**config.mk**
```make
export PLATFORM = sky130hd
export DESIGN_NAME = rx_ring_frame_tracker
export DESIGN_NICKNAME = d
export VERILOG_FILES = /design/src/rtl/rxrft_pkg.sv /design/src/rtl/rxrft_frame_eval.sv /design/src/rtl/rx_ring_frame_tracker.sv
export SDC_FILE = /design/constraint.sdc
export NUM_CORES = 1
export LEC_CHECK = 0
export BUFFER_PORTS_ARGS = -buffer_cell sky130_fd_sc_hd__clkbuf_2
export CAP_MARGIN = 20
export CORE_ASPECT_RATIO = 1.1
export CORE_MARGIN = 3
export CORE_UTILIZATION = 54
export CTS_BUF_LIST = sky130_fd_sc_hd__clkbuf_16
export CTS_CLUSTER_DIAMETER = 120
export CTS_CLUSTER_SIZE = 14
export DETAILED_ROUTE_END_ITERATION = 6
export PLACE_DENSITY = 0.87
export SETUP_SLACK_MARGIN = 0.3
export SLEW_MARGIN = 40
export SYNTH_ARGS = -nofsm -noshare
export SYNTH_HDL_FRONTEND = slang
export SYNTH_SLANG_ARGS = --single-unit
```
**constraint.sdc**
```tcl
create_clock -name clk -period 6.06 [get_ports clk]
set_input_delay 1.212 -clock clk [delete_from_list [all_inputs] [get_ports clk]]
set_output_delay 1.212 -clock clk [all_outputs]
set_load 0.05 [all_outputs]
```
**src/rtl/rxrft_pkg.sv**
```systemverilog
// Shared constants and result type for the receive ring frame tracker.
`default_nettype none

package rxrft_pkg;

  // Header status error flags: bad symbol, runt, too long, CRC, alignment.
  localparam logic [15:0] ERR_SYMBOL  = 16'h0020;
  localparam logic [15:0] ERR_RUNT    = 16'h0010;
  localparam logic [15:0] ERR_LONG    = 16'h0008;
  localparam logic [15:0] ERR_CRC     = 16'h0004;
  localparam logic [15:0] ERR_ALIGN   = 16'h0002;
  localparam logic [15:0] ERR_FLAGS   = ERR_SYMBOL | ERR_RUNT | ERR_LONG | ERR_CRC | ERR_ALIGN;

  // Frame check sequence length in bytes.
  localparam logic [15:0] FCS_BYTES   = 16'd4;

  // Mask that clears the low two bits for dword alignment.
  localparam logic [15:0] DWORD_MASK  = 16'hFFFC;

  // Offset the chip register sits behind the read pointer.
  localparam logic [15:0] PTR_REG_BIAS = 16'd16;

  // Configuration register indexes.
  localparam int unsigned CFG_IDX_W   = 4;
  localparam logic [CFG_IDX_W-1:0] CFG_MIN_FRAME = 4'd0;
  localparam logic [CFG_IDX_W-1:0] CFG_MAX_FRAME = 4'd1;

  // Reset values of the configuration registers.
  localparam logic [15:0] MIN_FRAME_RST = 16'd60;
  localparam logic [15:0] MAX_FRAME_RST = 16'd1514;

  // Output word layout.
  localparam int unsigned OFFS_W      = 13;
  localparam int unsigned OUT_BITS    = 91;
  localparam int unsigned OUT_DATA_W  = 96;

  typedef struct packed {
    logic              frame_ok;
    logic [OFFS_W-1:0] header_offset;
    logic [15:0]       payload_len;
    logic [15:0]       first_seg_len;
    logic [15:0]       second_seg_len;
    logic [OFFS_W-1:0] next_offset;
    logic [15:0]       read_ptr_reg;
  } rxrft_result_t;

endpackage

`default_nettype wire

```
**src/rtl/rxrft_frame_eval.sv**
```systemverilog
// Header check, segment split and read pointer advance for one frame header.
`default_nettype none

module rxrft_frame_eval
  import rxrft_pkg::*;
#(
  parameter int unsigned RING_BYTES = 8192
) (
  input  logic [15:0]   hdr_status,
  input  logic [15:0]   rx_size,
  input  logic [15:0]   min_frame,
  input  logic [15:0]   max_frame,
  input  logic [15:0]   read_ptr,
  input  logic [15:0]   ring_pos,
  output rxrft_result_t result,
  output logic [15:0]   read_ptr_nxt,
  output logic [15:0]   ring_pos_nxt
);

  localparam logic [16:0] RING_C = 17'(RING_BYTES);

  // Remainder by the ring size through a short chain of shifted subtracts.
  function automatic logic [15:0] mod_ring(input logic [15:0] x);
    logic [16:0] r;
    r = {1'b0, x};
    for (int k = 6; k >= 0; k--) begin
      if ((RING_BYTES << k) <= 65535) begin
        if (r >= 17'(RING_BYTES << k)) begin
          r = r - 17'(RING_BYTES << k);
        end
      end
    end
    return r[15:0];
  endfunction

  logic        bad;
  logic [15:0] payload;
  logic        wraps;
  logic [16:0] avail;
  logic [16:0] first_w;
  logic [15:0] first_len;
  logic [15:0] second_len;
  logic [17:0] ptr_sum;
  logic [15:0] next_ptr;
  logic [15:0] next_offs;

  // Error flags and size limits; the upper limit is compared at 17 bits.
  assign bad = ((hdr_status & ERR_FLAGS) != 16'd0)
            || (rx_size < min_frame)
            || ({1'b0, rx_size} > ({1'b0, max_frame} + {1'b0, FCS_BYTES}))
            || (rx_size < FCS_BYTES);

  assign payload = rx_size - FCS_BYTES;

  // Split the payload when the frame runs past the ring end.
  assign wraps = ({1'b0, ring_pos} + {1'b0, rx_size}) > RING_C;
  assign avail = RING_C - {1'b0, ring_pos};

  always_comb begin
    first_w    = (avail > {1'b0, FCS_BYTES}) ? (avail - {1'b0, FCS_BYTES}) : 17'd0;
    first_len  = payload;
    second_len = 16'd0;
    if (wraps) begin
      first_len  = (first_w > {1'b0, payload}) ? payload : first_w[15:0];
      second_len = payload - first_len;
    end
  end

  // Advance past header and frame, rounded up to the next dword.
  assign ptr_sum   = {2'b00, read_ptr} + {2'b00, rx_size} + 18'd7;
  assign next_ptr  = ptr_sum[15:0] & DWORD_MASK;
  assign next_offs = mod_ring(next_ptr);

  always_comb begin
    result               = '0;
    result.header_offset = ring_pos[OFFS_W-1:0];
    read_ptr_nxt         = 16'd0;
    ring_pos_nxt         = 16'd0;
    if (!bad) begin
      result.frame_ok       = 1'b1;
      result.payload_len    = payload;
      result.first_seg_len  = first_len;
      result.second_seg_len = second_len;
      result.next_offset    = next_offs[OFFS_W-1:0];
      result.read_ptr_reg   = next_ptr - PTR_REG_BIAS;
      read_ptr_nxt          = next_ptr;
      ring_pos_nxt          = next_offs;
    end
  end

endmodule

`default_nettype wire

```
**src/rtl/rx_ring_frame_tracker.sv**
```systemverilog
// Receive ring frame tracker: checks frame headers and tracks the ring read pointer.
//
// The in_ channel carries one frame header per word: status word and size word.
// Each accepted header produces exactly one result word on the out_ channel:
// the accept flag, header offset, payload length, the two segment lengths
// when the payload wraps past the ring end, the next header offset and the
// value for the read pointer register (pointer minus 16).
// The cfg_ channel writes the minimum and maximum frame size registers; it is
// always ready and should only be used while no header is in flight.
// Results are registered in the output register, or in the skid entry while it
// is full. One header per cycle while in_tready is high: the read pointer update
// is a single add, mask and short remainder chain by the ring size, combinational.
// The result side has an output register plus one skid entry, so one more
// header is taken while a result waits; in_tready drops only once both are
// full, and results hold steady until out_tready takes them.
// A rejected header sends the read pointer back to zero.
// Synchronous active-low reset clears the read pointer and the valid flags and
// loads the size limits with 60 and 1514 bytes.
`default_nettype none

module rx_ring_frame_tracker
  import rxrft_pkg::*;
#(
  parameter int unsigned RING_BYTES = 8192
) (
  input  logic                  clk,
  input  logic                  rst_n,
  // Header input.
  input  logic                  in_tvalid,
  output logic                  in_tready,
  input  logic [31:0]           in_tdata,   // hdr_status[15:0], rx_size[31:16]
  // Result output.
  output logic                  out_tvalid,
  input  logic                  out_tready,
  // frame_ok[0], header_offset[13:1], payload_len[29:14], first_seg_len[45:30],
  // second_seg_len[61:46], next_offset[74:62], read_ptr_reg[90:75], zero[95:91]
  output logic [OUT_DATA_W-1:0] out_tdata,
  // Configuration writes.
  input  logic                  cfg_valid,
  output logic                  cfg_ready,
  input  logic [CFG_IDX_W-1:0]  cfg_index,
  input  logic [15:0]           cfg_data
);

  logic [15:0]   read_ptr_r;
  logic [15:0]   ring_pos_r;
  logic [15:0]   min_frame_r;
  logic [15:0]   max_frame_r;
  rxrft_result_t out_r;
  logic          out_valid_r;
  rxrft_result_t skid_r;
  logic          skid_valid_r;

  rxrft_result_t result;
  logic [15:0]   read_ptr_nxt;
  logic [15:0]   ring_pos_nxt;
  logic          in_accept;
  logic          out_take;

  assign in_tready = !skid_valid_r;
  assign in_accept = in_tvalid && in_tready;
  assign out_take  = out_valid_r && out_tready;
  assign cfg_ready = 1'b1;

  rxrft_frame_eval #(
    .RING_BYTES (RING_BYTES)
  ) u_eval (
    .hdr_status   (in_tdata[15:0]),
    .rx_size      (in_tdata[31:16]),
    .min_frame    (min_frame_r),
    .max_frame    (max_frame_r),
    .read_ptr     (read_ptr_r),
    .ring_pos     (ring_pos_r),
    .result       (result),
    .read_ptr_nxt (read_ptr_nxt),
    .ring_pos_nxt (ring_pos_nxt)
  );

  // Size limit registers.
  always_ff @(posedge clk) begin
    if (!rst_n) begin
      min_frame_r <= MIN_FRAME_RST;
      max_frame_r <= MAX_FRAME_RST;
    end else if (cfg_valid && cfg_ready) begin
      case (cfg_index)
        CFG_MIN_FRAME: min_frame_r <= cfg_data;
        CFG_MAX_FRAME: max_frame_r <= cfg_data;
        default: ;
      endcase
    end
  end

  // Read pointer and its ring offset advance on every accepted header.
  always_ff @(posedge clk) begin
    if (!rst_n) begin
      read_ptr_r <= 16'd0;
      ring_pos_r <= 16'd0;
    end else if (in_accept) begin
      read_ptr_r <= read_ptr_nxt;
      ring_pos_r <= ring_pos_nxt;
    end
  end

  // Output register with one skid entry behind it.
  always_ff @(posedge clk) begin
    if (!rst_n) begin
      out_valid_r  <= 1'b0;
      skid_valid_r <= 1'b0;
    end else if (!out_valid_r || out_take) begin
      if (skid_valid_r) begin
        out_valid_r  <= 1'b1;
        skid_valid_r <= 1'b0;
      end else begin
        out_valid_r  <= in_accept;
      end
    end else if (in_accept) begin
      skid_valid_r <= 1'b1;
    end
  end

  always_ff @(posedge clk) begin
    if (!out_valid_r || out_take) begin
      if (skid_valid_r) begin
        out_r <= skid_r;
      end else if (in_accept) begin
        out_r <= result;
      end
    end else if (in_accept) begin
      skid_r <= result;
    end
  end

  assign out_tvalid = out_valid_r;
  assign out_tdata  = {{(OUT_DATA_W - OUT_BITS){1'b0}},
                       out_r.read_ptr_reg,
                       out_r.next_offset,
                       out_r.second_seg_len,
                       out_r.first_seg_len,
                       out_r.payload_len,
                       out_r.header_offset,
                       out_r.frame_ok};

endmodule

`default_nettype wire

```
==> results of run 1 <==
==> worst reg2reg max path, delay by kind of cell (launching register included) <==
kind / cells / cell delay (ps)
compound gates: 15 / 2850
simple gates: 7 / 1230
flops: 1 / 330
xor+xnor: 1 / 210
buf+inv: 2 / 230
fa+ha+maj: 3 / 730
==> power by group through the flow <==
stage / logic (W) / registers [W] / clock network [W]
finish: 0.000843 / 0.00167 / 0.00110
global route: 0.000902 / 0.00167 / 0.00117
CTS: 0.000776 / 0.00167 / 0.00111
detailed placement: 0.000759 / 0.00170 / 0
global placement: 0.000742 / 0.00170 / 0
floorplan: 0.000394 / 0.00182 / 0
==> routing by layer <==
layer	up-vias	wire, um	track usage
met3	93	2010	0.0283
li1	5375	-	-
met4	0	1400	0.101
met1	5274	14100	0.304
met5	-	0	0
met2	392	18000	0.455
==> cell usage in the layout (no fill, tap or decap), types with 15 or more instances in the layout <==
cell	synthesis	layout
ha_1	99	91
a21oi_1	54	38
o31ai_1	36	35
a21oi_2	2	16
edfxtp_1	166	166
clkbuf_16	0	19
clkbuf_2	1	129
conb_1	2	15
nor3_1	22	17
xor2_1	34	32
nand3_1	38	38
xnor2_1	52	44
nand2_1	204	199
nor2_1	120	109
inv_1	68	75
o21ai_0	74	66
buf_4	17	138
a21boi_0	25	25
mux2_2	20	20
o21ai_1	9	16
dfxtp_1	51	46
and2_1	20	20
==> registers in the layout (all words and copies together) (netlist names) <==
| name | count |
|---|---|
| max_frame_r | 16 |
| min_frame_r | 16 |
| out_tdata | 83 |
| out_tvalid | 1 |
| read_ptr_r | 14 |
| ring_pos_r | 3 |
| skid_r | 83 |
| skid_valid_r | 1 |
==> metrics by stage <==
stage                     utilization  cells  hold slack (ps)  instance area, um^2  TNS, ps
after floorplan                     -   1396              443                13700        0
after global placement          0.627   1895              456                15400    -4530
after detailed placement        0.627   1895              464                15400    -7180
after CTS                       0.656   1934              472                16100        0
after global routing            0.672   1945              485                16500    -42.0
final                           0.672   1945              468                16500        0
==> layout make-up <==
type,instances,area share
sequential,217,0.365
clock buffer,19,0.0288
inverter,69,0.0174
timing repair buffer,276,0.108
multi-input combinational,1039,0.454
tap,310,0.0235
clock inverter,15,0.00402
==> kinds of logic (layout without fill, tap and decap cells) <==
logic type               after synthesis  in the layout
AND/OR/NAND/NOR                      502            502
buffers and inverters                141            379
AO/OA/AOI/OAI                        296            297
adder cells (fa/ha/maj)              110            110
flip-flops                           217            217
XOR/XNOR                              86             86
multiplexers                          29             29
other                                  2             15
==> timing repair <==
action	in CTS	in global routing
resized for setup	21	76
setup endpoints to repair	20	24
setup buffers	4	11
gates cloned	1	0
pin swaps	7	37
==> how the worst max path moves through the flow <==
| stage | from | cells past startpoint | to |
|---|---|---|---|
| floorplan | in_tdata[19] | 29 | out_tdata[58] |
| global placement | in_tdata[19] | 29 | out_tdata[58] |
| detailed placement | in_tdata[19] | 28 | out_tdata[61] |
| CTS | read_ptr_r[3] | 30 | out_tdata[58] |
| global route | read_ptr_r[2] | 28 | out_tdata[58] |
| finish | in_tdata[19] | 29 | out_tdata[58] |
==> run_results.csv, run 1 <==
group,metric,value,unit
status,status,"complete, no violations",
logic_synthesis,synth-seq-area-share,0.444,
logic_synthesis,synth_ff_type,"edfxtp_1",
clock_network,cts_max_level,1,
min_path,whs_endpoint,"min_frame_r[13]",
timing,fin_skew,15.6,ps
clock_network,numClockSinks,217,
clock_network,clk_pin_slew,70,ps
logic_synthesis,synth_xor_xnor_area_share,0.0557,
clock_network,root_buffer,"clkbuf_16",
floorplan,core,24500,um^2
timing,period_share,0.962,
critical_path,cp-start-kind,"primary input",
logic_synthesis,ys_ff_latch,217,
critical_path,crit_required,6300,ps
critical_path,crit_top_cell,"a21o_1",
floorplan,die_area,27000,um^2
critical_path,cp_slowest_cell,"or4_4",
pwr,vdd_drop_max,0.000187,V
logic_synthesis,netlist_area,13500,um^2
min_path,hp-class,"reg -> reg",
logic_synthesis,ys_types,83,
critical_path,crit_fanout,8,
logic_synthesis,synthAdderAreaFrac,0.108,
drt,drcViolationCount,0,
critical_path,slowest_delay,470,ps
pwr,combPwrFrac,0.234,
logic_synthesis,yosysTopAreaCell,"edfxtp_1",
global_routing,grt_usage,0.251,
layout,nets,1789,
logic_synthesis,synth_compound_area_frac,0.148,
placement,gp_congestion,0.941,
timing,layout_setup_ws,231,ps
min_path,whs_path_depth,2,
layout,multiInputGateArea,7480,um^2
critical_path,worstSetupPathType,"in -> reg",
global_routing,grt_overflow,0,
logic_synthesis,synth_top_family_by_area,"simple AND/OR/NAND/NOR gates",
drt,vias_per_cell,5.72,
critical_path,r2r_end,"out_tdata[58]",
logic_synthesis,syn_avg_cell_area,9.78,um^2
logic_synthesis,synth_area_leaders,"edfxtp_1, ha_1, dfxtp_1, nand2_1, xnor2_1",
logic_synthesis,synthesis.instances,1383,
global_routing,grt_pass1_wl,54.0,mm
floorplan,row_count,60,
critical_path,r2r-start,"read_ptr_r[3]",
layout,drive_above_1_share,0.272,
clock_network,numCtsBuffers,19,
critical_path,path_buf_inv,4,
timing,maxSlewHeadroom,0.464,
critical_path,cp_top_family,"compound AO/OA/AOI/OAI gates",
pwr,internal_power,0.00254,W
clock_network,cts_buffer_depth,3,
logic_synthesis,yosysTopAreaCellShare,0.368,
job,drv_cap,0,
drt,drtAntennaViolNets,0,
pwr,power.total,0.00361,W
logic_synthesis,synth_mux_area_frac,0.0242,
pwr,swShare,0.297,
layout,register_area,6010,um^2
timing,setup_viol_count_final,0,
floorplan,ios,156,
layout,fill_cells,1843,
pwr,p_clk_frac,0.304,
layout,syn2layout_area_growth,21.9,%
critical_path,r2r_slack,230,ps
logic_synthesis,synth-edff-count,166,
pwr,power_density,219,nW/um^2
floorplan,die-height,172,um
min_path,min_from,"min_frame_r[13]",
global_routing,grt_max_degree,109,
placement,io_buffers,132,
critical_path,crit_arrival,6070,ps
pwr,power.switching,0.00107,W
placement,dp_slack,-531,ps
drt,dr.pass1.iters,7,
timing,finalHoldViolations,0,
clock_network,clock_latency,500,ps
drt,avgRoutedWirePerCell,18.3,um
pwr,leakagePower,6.82,nW
logic_synthesis,synthMostInstantiatedCell,"nand2_1",
floorplan,initial_core_util,0.551,
global_routing,grt_pass1_vias,10600,
clock_network,cts_tree,"done",
timing,rsz0062_at_grt,"yes",
logic_synthesis,async_reset_ff_frac,0,
drt,drtIter0Drc,874,
timing,tightest_slew,804,ps
critical_path,worstSetupEndpointType,"register",
timing,max_freq,0.172,GHz
drt,vias,11100,
floorplan,die_w,157,um
placement,dp_hpwl,26.5,mm
timing,drv_slew,0,
layout,antenna_cells,0,
pwr,pwr-share-seq,0.462,
logic_synthesis,synth_common_cells,"nand2_1, edfxtp_1, nor2_1",
global_routing,antenna_found_initial,0,
timing,finalCriticalPeriod,5830,ps
drt,routed_wl,35.5,mm
clock_network,cts_hold_buf,0,
critical_path,rr_worst_depth,28,
logic_synthesis,synth_simple_gate_area_share,0.174,
logic_synthesis,ys_warn_count,0,
Note: power is estimated with default switching activity, not from simulation.
==> inputs of run 2 (changes only) <==
Settings changed: CORE_UTILIZATION 54 to 55, SETUP_SLACK_MARGIN 0.3 to unset, SYNTH_HIERARCHICAL set to 1.
==> run 2 against run 1 <==
Net effect: the run now ends with negative setup slack left; sequential share of layout area is 0.72 points higher; combinational power is 40% higher; final cell count is 6.7% higher; via count is 9.9% higher; area after synthesis is 13% higher.
==> run_results.csv, run 2 <==
group,metric,value,unit
logic_synthesis,synth-edff-count,182,
timing,layout_setup_ws,-340,ps
placement,dp_hpwl,29.2,mm
drt,drtIter0Drc,1023,
critical_path,crit_fanout,4,
layout,register_area,6800,um^2
logic_synthesis,syn_avg_cell_area,10.5,um^2
pwr,leakagePower,7.75,nW
timing,hold_ws,458,ps
global_routing,antenna_found_initial,0,
global_routing,grt_usage,0.261,
layout,fill_cells,1941,
critical_path,crit_required,6320,ps
critical_path,worstSetupPathType,"reg -> reg",
critical_path,rr_worst_depth,28,
logic_synthesis,yosysTopAreaCell,"edfxtp_1",
logic_synthesis,synth_area_leaders,"edfxtp_1, ha_1, dfxtp_1, mux2_2, nand2_1",
layout,layout_commonest_cell,"edfxtp_1",
timing,drv_slew,0,
clock_network,numCtsBuffers,21,
floorplan,initial_core_util,0.562,
clock_network,root_buffer,"clkbuf_16",
logic_synthesis,synth_ff_type,"edfxtp_1",
layout,multiInputGateArea,8060,um^2
drt,drcViolationCount,0,
timing,maxSlewHeadroom,0.478,
critical_path,path_depth,28,
layout,final_cells,2076,
job,drv_cap,0,
global_routing,grt_pass1_wl,62.1,mm
global_routing,grt_overflow,0,
floorplan,die_w,165,um
timing,rsz0062_at_grt,"yes",
floorplan,core,27100,um^2
placement,dp_cells,2010,
timing,tightest_slew,783,ps
timing,finalHoldViolations,0,
logic_synthesis,synthMostInstantiatedCell,"edfxtp_1",
status,status,"finished with violations",
pwr,vdd_drop_max,0.000173,V
critical_path,path_buf_inv,3,
logic_synthesis,yosysTopAreaCellShare,0.359,
layout,drive_above_1_share,0.311,
clock_network,cts_hold_buf,0,
placement,gp_congestion,0.986,
timing,period_share,1.06,
clock_network,cts_buffer_depth,3,
drt,vias,12200,
status,violations,"negative setup slack",
placement,dp_slack,-733,ps
layout,mostFrequentLayoutCells,"edfxtp_1, buf_4, nand2_1",
clock_network,cts_max_level,1,
drt,routed_wl,41.1,mm
floorplan,row_count,63,
clock_network,clock_latency,520,ps
pwr,power_density,239,nW/um^2
critical_path,worstSetupEndpointType,"register",
global_routing,grt_max_degree,83,
logic_synthesis,synthesis.instances,1451,
clock_network,numClockSinks,248,
critical_path,slowest_delay,550,ps
critical_path,cp-start-kind,"register",
logic_synthesis,netlist_area,15200,um^2
logic_synthesis,ys_warn_count,6,
placement,io_buffers,138,
critical_path,crit_arrival,6660,ps
logic_synthesis,synth_common_cells,"edfxtp_1, nand2_1, ha_1",
logic_synthesis,async_reset_ff_frac,0,
clock_network,clk_pin_slew,70,ps
timing,max_freq,0.156,GHz
logic_synthesis,ys_types,77,
timing,finalCriticalPeriod,6400,ps
floorplan,ios,156,
floorplan,die-height,181,um
timing,fin_tns_setup,-2050,ps
critical_path,crit_top_cell,"a21o_1",
critical_path,cp_top_family,"compound AO/OA/AOI/OAI gates",
layout,syn2layout_area_growth,20.1,%
clock_network,cts_tree,"done",
critical_path,cp_slowest_cell,"or4_4",
layout,nets,1883,
global_routing,grt_pass1_vias,12100,
logic_synthesis,ys_ff_latch,248,
floorplan,die_area,29700,um^2
logic_synthesis,synth-seq-area-share,0.446,
layout,antenna_cells,0,
timing,setup_viol_count_final,11,
drt,dr.pass1.iters,6,
drt,avgRoutedWirePerCell,19.8,um
min_path,whs_path_depth,2,
timing,fin_skew,16.8,ps
min_path,hp-class,"reg -> reg",
drt,drtAntennaViolNets,0,
drt,vias_per_cell,5.89,
## run 2: cell types whose count changed after synthesis, sizes merged, moves of 28 or more
cell / before / now
mux2: 20 / 92
buf: 26 / 82
o21ai: 83 / 46
nand2: 205 / 170
o31ai: 38 / 9
clkbuf: 46 / 18
## run 2: cell type report
cell class                 count  share of cell area
multi-input combinational   1041               0.441
sequential                   248               0.372
timing repair buffer         318               0.114
clock buffer                  21              0.0287
tap                          357              0.0244
inverter                      74              0.0152
clock inverter                17             0.00520
## run 2: path summary, 6_finish.rpt
path | end | slack (ps) | start
hold reg to reg | min_frame_r[13] | 460 | min_frame_r[13]
setup reg to reg | out_tdata[60] | -340 | ring_pos_r[2]
setup / recovery | out_tdata[60] | -340 | ring_pos_r[2]
hold / removal | min_frame_r[13] | 460 | min_frame_r[13]
## run 2: where the power goes
group / total, W / switching [W] / leakage [nW] / internal [W]
Combinational: 0.00118 / 0.000690 / 5.20 / 0.000494
Sequential: 0.00190 / 0.0000223 / 2.20 / 0.00188
Clock: 0.00128 / 0.000610 / 0.357 / 0.000671
## run 2: routing by layer
layer | wire length (um) | global-route usage
met1 | 15500 | 0.314
met2 | 20800 | 0.468
met3 | 2990 | 0.0384
met4 | 1850 | 0.0933
met5 | 0 | 0
## run 2: kinds of logic after synthesis
logic type | Yosys count | synth area share
AOI/OAI and AO/OA | 262 | 0.121
and+or+nand+nor | 442 | 0.140
adders and majority gates | 122 | 0.102
xor gates and xnor gates | 76 | 0.0437
other | 4 | 0.000986
buffers and inverters | 174 | 0.0588
DFF | 248 | 0.446
muxes | 123 | 0.0884
## run 2: repair_timing
action	in CTS	in global routing
pin swaps	16	35
buffers inserted	11	16
cloned	0	1
resized for setup	38	31
setup endpoints to repair	8	16
## run 2: stage by stage
stage / util / instance area (um^2) / total power [W]
after floorplan: - / 15400 / 0.00261
after global placement: 0.631 / 17100 / 0.00293
after detailed placement: 0.632 / 17100 / 0.00297
after CTS: 0.664 / 18000 / 0.00428
after global routing: 0.674 / 18300 / 0.00453
final: 0.674 / 18300 / 0.00436
## run 2: worst min-delay path, stage by stage (launching register included)
cell and delay (ps):
dfxtp_1 310, nand2_1 50, mux2i_1 50
